## src/sv/whb_pkg.sv

```systemverilog
// ----------------------------------------------------------------------------
// whb_pkg: shared types and constants for the word hash bucket block
// Hash width, register indexes, queue sizing and the per-byte mix function.
// ----------------------------------------------------------------------------
package whb_pkg;

  localparam int unsigned HASH_W    = 64;
  localparam int unsigned BYTE_W    = 8;
  localparam int unsigned BUCKET_W  = 31;
  localparam int unsigned SEED_W    = 32;
  localparam int unsigned CFG_W     = 32;
  localparam int unsigned CFG_IDX_W = 1;

  localparam logic [CFG_IDX_W-1:0] CFG_SEED       = 1'b0;
  localparam logic [CFG_IDX_W-1:0] CFG_TABLE_SIZE = 1'b1;

  localparam logic [BUCKET_W-1:0] TABLE_SIZE_RST = 31'd65521;

  localparam int unsigned SHL_AMT = 5;
  localparam int unsigned SHR_AMT = 2;

  // words waiting between the hash front and the modulo back
  localparam int unsigned QDEPTH = 2;
  localparam int unsigned QPTR_W = $clog2(QDEPTH);
  localparam int unsigned QCNT_W = $clog2(QDEPTH + 1);

  // divider step counter: one quotient bit per cycle
  localparam int unsigned DIV_CNT_W = $clog2(BUCKET_W);
  localparam logic [DIV_CNT_W-1:0] DIV_LAST = DIV_CNT_W'(BUCKET_W - 1);

  typedef logic [HASH_W-1:0]   hash_t;
  typedef logic [BUCKET_W-1:0] bucket_t;

  typedef enum logic [1:0] {
    BK_IDLE,
    BK_RUN,
    BK_HOLD
  } back_state_e;

  // h ^ ((h << 5) + b + (h >> 2)), wrapping at 64 bits
  function automatic hash_t mix_byte(hash_t h, logic [BYTE_W-1:0] b);
    hash_t sum;
    sum = (h << SHL_AMT) + {{(HASH_W-BYTE_W){1'b0}}, b} + (h >> SHR_AMT);
    return h ^ sum;
  endfunction

endpackage

```

## src/sv/whb_front.sv

```systemverilog
// ----------------------------------------------------------------------------
// whb_front: running hash update
// Mixes one byte per cycle into the running hash while the word queue is not
// full, and pushes the low 31 bits of a finished word into the word queue.
// ----------------------------------------------------------------------------
module whb_front (
  input  logic                       clk_i,
  input  logic                       rst_ni,
  input  logic [whb_pkg::SEED_W-1:0] seed_i,
  input  logic                       in_valid_i,
  output logic                       in_ready_o,
  input  logic [whb_pkg::BYTE_W-1:0] data_byte_i,
  input  logic                       last_i,
  input  logic                       q_full_i,
  output logic                       q_push_o,
  output whb_pkg::bucket_t           q_data_o
);
  import whb_pkg::*;

  hash_t hash_q, hash_d;
  logic  open_q, open_d;
  hash_t hash_cur;
  hash_t hash_new;
  logic  accept;

  // a new word starts from the seed as it stands at its first byte
  assign hash_cur   = open_q ? hash_q : {{(HASH_W-SEED_W){1'b0}}, seed_i};
  assign hash_new   = mix_byte(hash_cur, data_byte_i);
  assign in_ready_o = !q_full_i;
  assign accept     = in_valid_i && in_ready_o;
  assign q_push_o   = accept && last_i;
  assign q_data_o   = hash_new[BUCKET_W-1:0];

  always_comb begin
    hash_d = hash_q;
    open_d = open_q;
    if (accept) begin
      hash_d = hash_new;
      open_d = !last_i;
    end
  end

  always_ff @(posedge clk_i or negedge rst_ni) begin
    if (!rst_ni) begin
      open_q <= 1'b0;
    end else begin
      open_q <= open_d;
    end
  end

  always_ff @(posedge clk_i) begin
    hash_q <= hash_d;
  end

endmodule

```

## src/sv/whb_queue.sv

```systemverilog
// ----------------------------------------------------------------------------
// whb_queue: word queue
// Short FIFO of finished word hashes between the hash front and the back.
// ----------------------------------------------------------------------------
module whb_queue (
  input  logic             clk_i,
  input  logic             rst_ni,
  input  logic             push_i,
  input  whb_pkg::bucket_t push_data_i,
  output logic             full_o,
  output logic             valid_o,
  input  logic             pop_i,
  output whb_pkg::bucket_t pop_data_o
);
  import whb_pkg::*;

  bucket_t           entry_q [QDEPTH];
  logic [QPTR_W-1:0] wr_ptr_q, wr_ptr_d;
  logic [QPTR_W-1:0] rd_ptr_q, rd_ptr_d;
  logic [QCNT_W-1:0] cnt_q, cnt_d;
  logic              do_push;
  logic              do_pop;

  assign full_o     = (cnt_q == QCNT_W'(QDEPTH));
  assign valid_o    = (cnt_q != '0);
  assign do_push    = push_i && !full_o;
  assign do_pop     = pop_i && valid_o;
  assign pop_data_o = entry_q[rd_ptr_q];

  always_comb begin
    wr_ptr_d = wr_ptr_q;
    rd_ptr_d = rd_ptr_q;
    cnt_d    = cnt_q;
    if (do_push) begin
      wr_ptr_d = (wr_ptr_q == QPTR_W'(QDEPTH - 1)) ? '0 : wr_ptr_q + 1'b1;
    end
    if (do_pop) begin
      rd_ptr_d = (rd_ptr_q == QPTR_W'(QDEPTH - 1)) ? '0 : rd_ptr_q + 1'b1;
    end
    if (do_push && !do_pop) begin
      cnt_d = cnt_q + 1'b1;
    end else if (do_pop && !do_push) begin
      cnt_d = cnt_q - 1'b1;
    end
  end

  always_ff @(posedge clk_i or negedge rst_ni) begin
    if (!rst_ni) begin
      wr_ptr_q <= '0;
      rd_ptr_q <= '0;
      cnt_q    <= '0;
    end else begin
      wr_ptr_q <= wr_ptr_d;
      rd_ptr_q <= rd_ptr_d;
      cnt_q    <= cnt_d;
    end
  end

  always_ff @(posedge clk_i) begin
    if (do_push) begin
      entry_q[wr_ptr_q] <= push_data_i;
    end
  end

endmodule

```

## src/sv/whb_back.sv

```systemverilog
// ----------------------------------------------------------------------------
// whb_back: bucket modulo unit
// Restoring divider, one remainder bit per cycle, with an output register
// that holds the bucket until the receiver takes it.
// ----------------------------------------------------------------------------
module whb_back (
  input  logic             clk_i,
  input  logic             rst_ni,
  input  whb_pkg::bucket_t table_size_i,
  input  logic             q_valid_i,
  input  whb_pkg::bucket_t q_data_i,
  output logic             q_pop_o,
  output logic             out_valid_o,
  input  logic             out_ready_i,
  output whb_pkg::bucket_t bucket_o
);
  import whb_pkg::*;

  back_state_e          state_q, state_d;
  logic [DIV_CNT_W-1:0] cnt_q, cnt_d;
  bucket_t              num_q, num_d;
  bucket_t              rem_q, rem_d;
  bucket_t              div_q, div_d;
  bucket_t              bucket_q, bucket_d;
  logic [BUCKET_W:0]    rem_shift;
  logic [BUCKET_W:0]    rem_sub;
  bucket_t              rem_next;

  assign rem_shift = {rem_q, num_q[BUCKET_W-1]};
  assign rem_sub   = rem_shift - {1'b0, div_q};
  assign rem_next  = (rem_shift >= {1'b0, div_q}) ? rem_sub[BUCKET_W-1:0]
                                                  : rem_shift[BUCKET_W-1:0];
  assign bucket_o  = bucket_q;

  always_comb begin
    state_d     = state_q;
    cnt_d       = cnt_q;
    num_d       = num_q;
    rem_d       = rem_q;
    div_d       = div_q;
    bucket_d    = bucket_q;
    q_pop_o     = 1'b0;
    out_valid_o = 1'b0;
    case (state_q)
      BK_IDLE: begin
        if (q_valid_i) begin
          q_pop_o = 1'b1;
          num_d   = q_data_i;
          rem_d   = '0;
          div_d   = table_size_i;
          cnt_d   = '0;
          state_d = BK_RUN;
        end
      end
      BK_RUN: begin
        rem_d = rem_next;
        num_d = num_q << 1;
        cnt_d = cnt_q + 1'b1;
        if (cnt_q == DIV_LAST) begin
          // a zero table size yields bucket zero
          bucket_d = (div_q == '0) ? '0 : rem_next;
          state_d  = BK_HOLD;
        end
      end
      BK_HOLD: begin
        out_valid_o = 1'b1;
        if (out_ready_i) begin
          state_d = BK_IDLE;
        end
      end
      default: begin
        state_d = BK_IDLE;
      end
    endcase
  end

  always_ff @(posedge clk_i or negedge rst_ni) begin
    if (!rst_ni) begin
      state_q <= BK_IDLE;
      cnt_q   <= '0;
    end else begin
      state_q <= state_d;
      cnt_q   <= cnt_d;
    end
  end

  always_ff @(posedge clk_i) begin
    num_q    <= num_d;
    rem_q    <= rem_d;
    div_q    <= div_d;
    bucket_q <= bucket_d;
  end

endmodule

```

## src/sv/word_hash_bucket.sv

```systemverilog
// ----------------------------------------------------------------------------
// word_hash_bucket: bucket index of a byte string
// Running 64-bit shift-add-xor hash per word, reduced to a bucket index.
// ----------------------------------------------------------------------------
// Input channel (in_valid_i/in_ready_o) takes one byte per request, with
// last_i marking the final byte of a word. The hash front takes a byte every
// cycle while the two-entry word queue has room.
// Output channel (out_valid_o/out_ready_i) gives one bucket per word:
// (hash & 0x7fffffff) mod table_size, zero when table_size is zero.
// The back unit is a restoring divider, one bit per cycle: a word's bucket
// is offered after the queue pop and 31 divider steps, and the back takes
// no new word from the queue until that bucket has been taken.
// If the receiver stalls, the bucket is held and the queue fills; then
// in_ready_o drops until a bucket is taken.
// Registers: index 0 seed (used from the next word), index 1 table_size.
// Reset: seed 0, table_size 65521, no word open, queue empty. No clearing
// pass is needed.
// ----------------------------------------------------------------------------
module word_hash_bucket (
  input  logic                          clk_i,
  input  logic                          rst_ni,
  input  logic                          cfg_we_i,
  input  logic [whb_pkg::CFG_IDX_W-1:0] cfg_idx_i,
  input  logic [whb_pkg::CFG_W-1:0]     cfg_data_i,
  input  logic                          in_valid_i,
  output logic                          in_ready_o,
  input  logic [whb_pkg::BYTE_W-1:0]    data_byte_i,
  input  logic                          last_i,
  output logic                          out_valid_o,
  input  logic                          out_ready_i,
  output logic [whb_pkg::BUCKET_W-1:0]  bucket_o
);
  import whb_pkg::*;

  logic [SEED_W-1:0] seed_q;
  bucket_t           size_q;
  logic              q_push;
  bucket_t           q_push_data;
  logic              q_full;
  logic              q_valid;
  logic              q_pop;
  bucket_t           q_pop_data;

  always_ff @(posedge clk_i or negedge rst_ni) begin
    if (!rst_ni) begin
      seed_q <= '0;
      size_q <= TABLE_SIZE_RST;
    end else if (cfg_we_i) begin
      case (cfg_idx_i)
        CFG_SEED:       seed_q <= cfg_data_i[SEED_W-1:0];
        CFG_TABLE_SIZE: size_q <= cfg_data_i[BUCKET_W-1:0];
        default: begin
        end
      endcase
    end
  end

  whb_front u_front (
    .clk_i       (clk_i),
    .rst_ni      (rst_ni),
    .seed_i      (seed_q),
    .in_valid_i  (in_valid_i),
    .in_ready_o  (in_ready_o),
    .data_byte_i (data_byte_i),
    .last_i      (last_i),
    .q_full_i    (q_full),
    .q_push_o    (q_push),
    .q_data_o    (q_push_data)
  );

  whb_queue u_queue (
    .clk_i       (clk_i),
    .rst_ni      (rst_ni),
    .push_i      (q_push),
    .push_data_i (q_push_data),
    .full_o      (q_full),
    .valid_o     (q_valid),
    .pop_i       (q_pop),
    .pop_data_o  (q_pop_data)
  );

  whb_back u_back (
    .clk_i        (clk_i),
    .rst_ni       (rst_ni),
    .table_size_i (size_q),
    .q_valid_i    (q_valid),
    .q_data_i     (q_pop_data),
    .q_pop_o      (q_pop),
    .out_valid_o  (out_valid_o),
    .out_ready_i  (out_ready_i),
    .bucket_o     (bucket_o)
  );

endmodule

```

## config.mk

```make
export PLATFORM = sky130hd
export DESIGN_NAME = word_hash_bucket
export DESIGN_NICKNAME = d
export VERILOG_FILES = /design/src/sv/whb_pkg.sv /design/src/sv/whb_front.sv /design/src/sv/whb_queue.sv /design/src/sv/whb_back.sv /design/src/sv/word_hash_bucket.sv
export SDC_FILE = /design/constraint.sdc
export NUM_CORES = 1
export LEC_CHECK = 0
export ABC_AREA = 1
export BUFFER_PORTS_ARGS = -buffer_cell sky130_fd_sc_hd__clkbuf_2
export CAP_MARGIN = 20
export CORE_MARGIN = 3
export CORE_UTILIZATION = 45
export DETAILED_ROUTE_END_ITERATION = 12
export PLACE_DENSITY = 0.61
export SETUP_SLACK_MARGIN = 0.02
export SYNTH_ARGS = -nofsm -noshare
export SYNTH_HDL_FRONTEND = slang
export SYNTH_SLANG_ARGS = --single-unit
export TNS_END_PERCENT = 20
```

## constraint.sdc

```tcl
create_clock -name clk_i -period 9.9 [get_ports clk_i]
set_input_delay 0.99 -clock clk_i [delete_from_list [all_inputs] [get_ports clk_i]]
set_output_delay 0.99 -clock clk_i [all_outputs]
set_load 0.02 [all_outputs]
```

**Yosys cells after proc, flatten, opt, wreduce, memory -nomap -nowiden**

Memories as Yosys holds them, arrays and structs flattened.
Cells that the tools add are included.

- Register bits after elaboration: 263
- Bits in latches: 0
- Bits in writable memories: 62
- Memory bits (read-only): 0
- Word-level logic and storage cells: 74
- Memories: 1

- $add $sub $neg: 8
- $mul: 0
- Divide/modulo/power cells: 0
- Order comparisons: 1
- Equal/unequal tests: 7
- Shifts and indexed selects: 0
- Muxes and demuxes: 21
- Bitwise gates (word level): 2
- Reduce and logical (&&, ||, !) cells: 21

Memories:

| name | depth | width | rd ports | clocked after memory_dff | wr ports | RTL line | RTL |
|---|---|---|---|---|---|---|---|
| u_queue.entry_q | 2 | 31 | 1 | 0 | 1 | whb_queue.sv:17 | `bucket_t entry_q [QDEPTH];` |

Operators with widths:

| cell | number |
|---|---|
| 31-bit case mux with 2 select lines | 2 |
| 31-bit 2-to-1 mux | 3 |
| 64-bit by 62-bit adder with 64-bit output | 1 |
| 64-bit by 8-bit adder with 64-bit output | 1 |
| 64-bit 2-to-1 mux | 1 |
| 64-bit XOR | 1 |
| 32-bit by 31-bit greater-or-equal comparator with 1-bit output | 1 |
| 31-bit zero test | 1 |
| 31-bit subtractor | 1 |
| 2-bit 2-to-1 mux | 5 |
| 5-bit case mux with 2 select lines | 1 |
| 2-bit AND reduction | 5 |
| 1-bit 2-to-1 mux | 7 |
| 1-bit logical AND | 6 |
| 2-bit case mux with 3 select lines | 1 |
| 2-bit nonzero test | 3 |
| 5-bit by 1-bit adder with 5-bit output (second input constant) | 1 |
| 5-bit == test (second input constant) | 1 |
| 5-bit 2-to-1 mux | 1 |
| 2-bit == test (second input constant) | 2 |
| 1-bit zero test | 4 |
| 2-bit inequality test (second input constant) | 2 |
| 3-bit AND reduction | 1 |
| 1-bit adder (second input constant) | 2 |
| other kinds (6) | 6 |

**Depth between registers and ports, before layout**

Gate-level depths: netlist (run 1).

- Depth in word-level cells: 9
- Mapped depth: 22

**Modules after synthesis**

A second synthesis (run 1) with hierarchy kept.

- Cell total of the unflattened synthesis: 3074
- Area total of the unflattened synthesis: 23023.3 µm²

Modules (own cells, without submodules):

| module | times used | cells each | area an instance (µm²) |
|---|---|---|---|
| whb_front | 1 | 1642 | 10246.1 |
| whb_back | 1 | 963 | 7704.9 |
| word_hash_bucket | 1 | 275 | 2552.4 |
| whb_queue | 1 | 194 | 2519.9 |

**Least setup slack after synthesis (run 1)**

Ideal clock, no wire load.

- Kind: input to register
- Start: input in_valid_i
- End: memory u_queue.entry_q[0][0] in the netlist's numbering, enable pin
- Library setup time: 0.419 ns
- Data arrival time: 4.066 ns
- Required time: 9.481 ns
- Path slack: 5.415 ns
- Cell stages on the path: 4
- Path buffers: 0
- Path through: nand2_1 -> inv_1 -> nand2_1 -> nor2_1

- Longest elaborated chain between the ends: 5

Ends and longest elaborated chain:

| element | RTL line | RTL |
|---|---|---|
| start, declared | word_hash_bucket.sv:25 | `input logic in_valid_i,` |
| 1-bit logical AND | whb_front.sv:30 | `assign accept = in_valid_i && in_ready_o;` |
| named net u_front.accept | whb_front.sv:24 | `logic accept;` |
| 1-bit logical AND | whb_front.sv:31 | `assign q_push_o = accept && last_i;` |
| 1-bit logical AND | whb_queue.sv:26 | `assign do_push = push_i && !full_o;` |
| 1-bit 2-to-1 mux | whb_queue.sv:60 | `if (do_push) begin` |
| 1-bit 2-to-1 mux (not written as such) | whb_queue.sv:61 | `entry_q[wr_ptr_q] <= push_data_i;` |
| end, declared | whb_queue.sv:17 |  |

The timed path passes the listed nets, and every way through them passes these cells.

**Worst setup path in the final report (run 1)**

- Start: register u_front.open_q
- End: register u_front.hash_q[58], data pin

- Longest elaborated chain between the ends: 4

Ends and longest elaborated chain:

| element | RTL line | RTL |
|---|---|---|
| start, declared | whb_front.sv:21 | `logic open_q, open_d;` |
| start signal, assigned | whb_front.sv:47 | `open_q <= open_d;` |
| 64-bit 2-to-1 mux (*) | whb_front.sv:27 | `assign hash_cur = open_q ? hash_q : {{(HASH_W-SEED_W){1'b0}}, seed_i};` |
| 64-bit by 8-bit adder with 64-bit output | whb_pkg.sv:43 | `sum = (h << SHL_AMT) + {{(HASH_W-BYTE_W){1'b0}}, b} + (h >> SHR_AMT);` |
| 64-bit by 62-bit adder with 64-bit output | whb_pkg.sv:43 |  |
| 64-bit XOR (*) | whb_pkg.sv:44 | `return h ^ sum;` |
| named net u_front.hash_new[58] | whb_front.sv:23 | `hash_t hash_new;` |
| end signal, assigned | whb_front.sv:52 | `hash_q <= hash_d;` |
| end, declared | whb_front.sv:20 | `hash_t hash_q, hash_d;` |

The timed path passes the listed nets; every way through them passes the cells marked *.
A chain may end at the register's enable or synchronous reset.

==> results of run 1 <==
-- synth_stat cells (all sizes together) --
cell / number / share of area
xor2: 64 / 0.026
ha: 155 / 0.088
and2: 11 / 0.0031
mux2: 1 / 0.00051
buf: 8 / 0.0024
clkbuf: 38 / 0.0065
inv: 561 / 0.096
xnor2: 56 / 0.022
fa: 5 / 0.0046
nor2: 254 / 0.045
dfstp: 13 / 0.016
a21o: 3 / 0.0010
or2: 1 / 0.00029
edfxtp: 250 / 0.34
nor3: 21 / 0.0053
nand3b: 12 / 0.0041
o21ai: 94 / 0.021
o21bai: 8 / 0.0027
mux2i: 1 / 0.00046
o21a: 1 / 0.00034
o22ai: 1 / 0.00029
nand4: 21 / 0.0060
a21oi: 139 / 0.032
dfrtp: 62 / 0.071
nand3: 97 / 0.024
nor4: 10 / 0.0029
nand2: 1023 / 0.18
-- critical path, cell delays in order, from the launching register on --
cell and delay, ns:
dfrtp_2 0.34, buf_4 0.60, inv_1 0.71, or2_2 0.49, o21ai_0 0.21, fa_1 0.51
inv_1 0.07, ha_1 0.28, nand2_1 0.09, nand2_1 0.08, inv_1 0.08, nand2_1 0.06
nand2_1 0.05, nand3_1 0.13, nand2_1 0.09, nand3_1 0.30, nand2_1 0.22, nand3b_1 0.10
nand2_1 0.08, inv_1 0.04
-- routing by layer --
layer | vias to the layer above | part of all wire | track usage
met4 | 0 | 0.027 | 0.0695
met5 | - | 0 | 0
met3 | 98 | 0.054 | 0.0325
met1 | 8524 | 0.46 | 0.324
li1 | 9237 | - | -
met2 | 445 | 0.46 | 0.405
-- logic make-up after synthesis --
| family | count (synthesis) |
|---|---|
| simple gates | 1450 |
| buf+inv | 607 |
| flops | 325 |
| compound gates | 246 |
| fa+ha+maj | 160 |
| xor+xnor | 120 |
| mux | 2 |
-- area by class of cell --
type,count,area [um2]
multi-input cells,1978,10200
clock inverters,25,239
clock buffers,45,1010
flip-flops and latches,325,9400
repair buffers,92,536
fillers,4724,23700
inverters,561,2110
well taps,615,769
-- sequential cells by signal, indices dropped and copies added, names as in the netlist --
register / count
u_front.hash_q: 64
u_queue.entry_q: 62
seed_q: 32
size_q: 31
u_back.bucket_o: 31
u_back.div_q: 31
u_back.num_q: 31
u_back.rem_q: 31
u_back.cnt_q: 5
u_back.state_q: 2
u_queue.cnt_q: 2
u_front.open_q: 1
u_queue.rd_ptr_q: 1
u_queue.wr_ptr_q: 1
-- per-stage QoR --
step | hold slack [ns] | cell area, um2
2_1_floorplan | 0.425 | 21900
3_3_place_gp | 0.432 | 23000
3_5_place_dp | 0.430 | 23000
4_1_cts | 0.221 | 24300
5_1_grt | 0.232 | 24300
6_report | 0.247 | 24300
-- worst max-delay path by stage --
stage                    from                    end  slack, ns  cells past startpoint
4_1_cts        u_front.open_q     u_front.hash_q[58]       5.17                     19
2_1_floorplan      in_valid_i  u_queue.entry_q[0][0]       5.41                      4
3_5_place_dp   u_front.open_q     u_front.hash_q[58]       5.18                     19
6_report       u_front.open_q     u_front.hash_q[58]       5.11                     19
3_3_place_gp   u_front.open_q     u_front.hash_q[58]       5.25                     19
5_1_grt        u_front.open_q     u_front.hash_q[42]       4.74                     19
==> impl_metrics.json, run 1 <==
{
  "cts.reportedPaths.clkPinSlew_ns": 0.06,
  "cts-root-buf": "clkbuf_16",
  "nNetsFinal": 3203,
  "avgSynthCellArea_um2": 7.53,
  "synth-xor-area-share": 0.0480,
  "antenna_found_initial": 0,
  "fin_util": 0.507,
  "io_pins": 80,
  "finalNonFillerCells": 3641,
  "fin_setup_tns_ns": 0,
  "routed_wl_mm": 60.9,
  "crit_path_start_kind": "register",
  "rsz0062_at_grt": "no",
  "overflow": 0,
  "grt_pass1_vias": 18000,
  "cp_data_required_time_ns": 10.22,
  "ys_types": 38,
  "fmax_ghz": 0.209,
  "cts_setup_buffers": 0,
  "hold_path_class": "in2async",
  "synth_nets": 3117,
  "numPortBuffers": 79,
  "ff2ff_path_depth": 19,
  "ctsResizeCount": 0,
  "die_area_um2": 51400,
  "drive_above_1_share": 0.0677,
  "drtAntennaViolNets": 0,
  "finClkSkew_ns": 0.0341,
  "initial_core_util": 0.457,
  "drc": 0,
  "cp-end-kind": "register",
  "drv_slew": 0,
  "tightest_slew_ns": 1.01,
  "grt_first_pass_wirelength_mm": 96.4,
  "cts_buffers": 38,
  "place_congestion": 0.979,
  "max-clock-path-buffers": 3,
  "clk_latency_ns": 0.56,
  "ys_seq_area_frac": 0.429,
  "maxSlewHeadroom": 0.323,
  "layout_common_cells": "nand2_1 (1013), inv_1 (557), edfxtp_1 (250), nor2_1 (243), ha_1 (155)",
  "synth_top_family_by_area": "simple AND/OR/NAND/NOR gates",
  "cp_max_fo": 65,
  "core_area_um2": 47900,
  "fin_ws_ns": 5.11,
  "synth-simple-area-share": 0.266,
  "status": "finished, final reports clean",
  "area_growth_pct": 10.9,
  "die_w_um": 227,
  "cts-hold-fix-buffers": 0,
  "grt_use_total": 0.240,
  "num_vias": 18300,
  "first_pass_iters": 5,
  "reg2reg_setup_slack_ns": 5.11,
  "post-dp-hpwl_mm": 47.8,
  "wl_per_cell_um": 16.7,
  "synth_compound_area_frac": 0.0578,
  "path_class": "reg2reg",
  "final_hold_viol_count": 0,
  "setup_viol": 0,
  "ys_ff_latch": 325,
  "r2r-end": "u_front.hash_q[58]",
  "synthCells": 2910,
  "syn_area_um2": 21900,
  "grt_max_degree": 72,
  "ys.warnings.count": 0,
  "fin_crit_sh": 0.484,
  "layout_commonest_cell": "nand2_1",
  "muxShareOfSynthArea": 0.000971,
  "drt_iter0_drc": 1365,
  "clock_sinks": 325,
  "synth_fa_ha_area_frac": 0.0931,
  "die_y_um": 227,
  "drt-vias-per-instance": 5.03,
  "diodes": 0,
  "period_needed_ns": 4.79,
  "reg2reg_from": "u_front.open_q",
  "cts_tree": "yes",
  "max_cap_viol_count": 0,
  "placed_cells": 3571,
  "arrival_ns": 5.12,
  "rows": 80,
  "post-place-ws_ns": 5.18,
  "cts_max_level": 2
}
Power of run 1 is not shown: default switching activity piles up to over one toggle a cycle in this logic, so the estimate is an artifact.
==> inputs of run 2 (changes only) <==
==> constraint.sdc (replaced) <==
create_clock -name clk_i -period 4.84 [get_ports clk_i]
set_input_delay 0.484 -clock clk_i [delete_from_list [all_inputs] [get_ports clk_i]]
set_output_delay 0.484 -clock clk_i [all_outputs]
set_load 0.02 [all_outputs]
==> impl_metrics.json, run 2 (synthesis results as in run 1) <==
{
  "drt-vias-per-instance": 5.01,
  "tightest_slew_ns": 0.975,
  "cp_max_fo": 32,
  "core_area_um2": 47900,
  "post-dp-hpwl_mm": 49.4,
  "period_needed_ns": 3.88,
  "hold_path_class": "in2async",
  "maxSlewHeadroom": 0.348,
  "top_register": "u_front.hash_q",
  "multi_input_area_um2": 10200,
  "drt_iter0_drc": 1368,
  "setup_viol": 0,
  "die_y_um": 227,
  "grt_use_total": 0.241,
  "post-place-ws_ns": 1.00,
  "overflow": 0,
  "crit_path_start_kind": "register",
  "finClkSkew_ns": 0.0380,
  "max-clock-path-buffers": 3,
  "drc": 0,
  "clk_latency_ns": 0.58,
  "hold_slack_ns": 0.0519,
  "cp_common_cell": "nand2_1",
  "cts-hold-fix-buffers": 0,
  "rows": 80,
  "cpMaxStageDelayCell": "o21ai_0",
  "cts.reportedPaths.clkPinSlew_ns": 0.06,
  "final_hold_viol_count": 0,
  "largest_register_ff_count": 64,
  "path_class": "reg2reg",
  "place_area_um2": 23100,
  "top_regs": "u_front.hash_q (64), u_queue.entry_q (62), seed_q (32)",
  "status": "finished, final reports clean",
  "grt_first_pass_wirelength_mm": 96.0,
  "diodes": 0,
  "layout_commonest_cell": "nand2_1",
  "drtAntennaViolNets": 0,
  "cp_cell_sequence": "buf_4 > o21ai_0 > fa_1 > inv_1 > ha_1 > nand2_1 > nand2_1 > inv_1 > nand2_1 > nand2_1 > nand3_1 > nand2_1 > nand3_1 > xor2_1 > inv_1",
  "crit_path_max_incr_delay_ns": 0.67,
  "die_w_um": 227,
  "regArea_um2": 9400,
  "fin_crit_sh": 0.801,
  "antenna_found_initial": 0,
  "cts_tree": "yes",
  "area_growth_pct": 10.9,
  "clock_sinks": 325,
  "die_area_um2": 51400,
  "max_cap_viol_count": 0,
  "place_congestion": 0.953,
  "fin_ws_ns": 0.964,
  "arrival_ns": 4.16,
  "cts_buffers": 37,
  "numPortBuffers": 79,
  "design_area_um2": 24300,
  "first_pass_iters": 6,
  "rsz0062_at_grt": "no",
  "routed_wl_mm": 61.5,
  "wl_per_cell_um": 16.9,
  "fill_cells": 4637,
  "io_pins": 80,
  "fmax_ghz": 0.258,
  "drv_slew": 0,
  "grt_max_degree": 76,
  "cts_setup_buffers": 0,
  "drive_above_1_share": 0.0681,
  "num_vias": 18200,
  "fin_setup_tns_ns": 0,
  "cts_max_level": 2,
  "cts-root-buf": "clkbuf_16",
  "layout_common_cells": "nand2_1 (1013), inv_1 (557), edfxtp_1 (250), nor2_1 (243), ha_1 (155)",
  "grt_pass1_vias": 17600,
  "initial_core_util": 0.457,
  "nNetsFinal": 3203,
  "cp-end-kind": "register",
  "cp_data_required_time_ns": 5.13,
  "ctsResizeCount": 0
}
==> run 2: cell types whose count changed in the layout (fill, tap and decap cells not counted) <==
cell and delta:
buf_4 +1, clkbuf_1 -3, clkbuf_8 +1, clkinv_1 +1
clkinv_2 -2, clkinv_4 +2, clkinvlp_4 -1, inv_6 +1
inv_8 -1
==> run 2: routing by layer <==
layer / part of all wire / track usage / vias to the layer above
met5: 0 / 0 / -
met4: 0.028 / 0.0754 / 0
met3: 0.040 / 0.0220 / 98
met2: 0.46 / 0.400 / 401
met1: 0.47 / 0.335 / 8467
li1: - / - / 9256
==> run 2: final timing paths <==
check                                          to  cells after the start  slack [ns]      startpoint
setup / recovery           u_queue.entry_q[0][26]                     15        0.96  u_front.open_q
hold / removal                          seed_q[5]                      1        0.05          rst_ni
setup reg to reg           u_queue.entry_q[0][26]                     15        0.96  u_front.open_q
hold reg to reg                  u_back.div_q[23]                      0        0.45      size_q[23]
max in group asynchronous          u_front.open_q                      1        4.15          rst_ni
min in group clk_i              u_back.state_q[1]                      2        0.15     out_ready_i
==> run 2: cell type report <==
| type | count | share of cell area |
|---|---|---|
| multi-input combinational | 1978 | 0.421 |
| tap | 615 | 0.0317 |
| inverter | 561 | 0.0866 |
| sequential | 325 | 0.387 |
| clock buffer | 43 | 0.0416 |
| clock inverter | 25 | 0.00988 |
| timing repair buffer | 93 | 0.0223 |
==> run 2: metrics by stage <==
stage | utilization | cells
floorplan | - | 2910
finish | 0.507 | 3640
detailed placement | 0.481 | 3572
global placement | 0.480 | 3570
global route | 0.507 | 3640
CTS | 0.507 | 3640
==> run 2: critical path: cells and delay by family, from the launching register on <==
kind / cells / cell delay (ns)
DFF: 1 / 0.40
adders and majority gates: 2 / 0.83
AOI/OAI and AO/OA: 1 / 0.67
buffers and inverters: 4 / 0.54
xor gates and xnor gates: 1 / 0.38
and+or+nand+nor: 7 / 0.78
Power of run 2 is left out for the same reason.
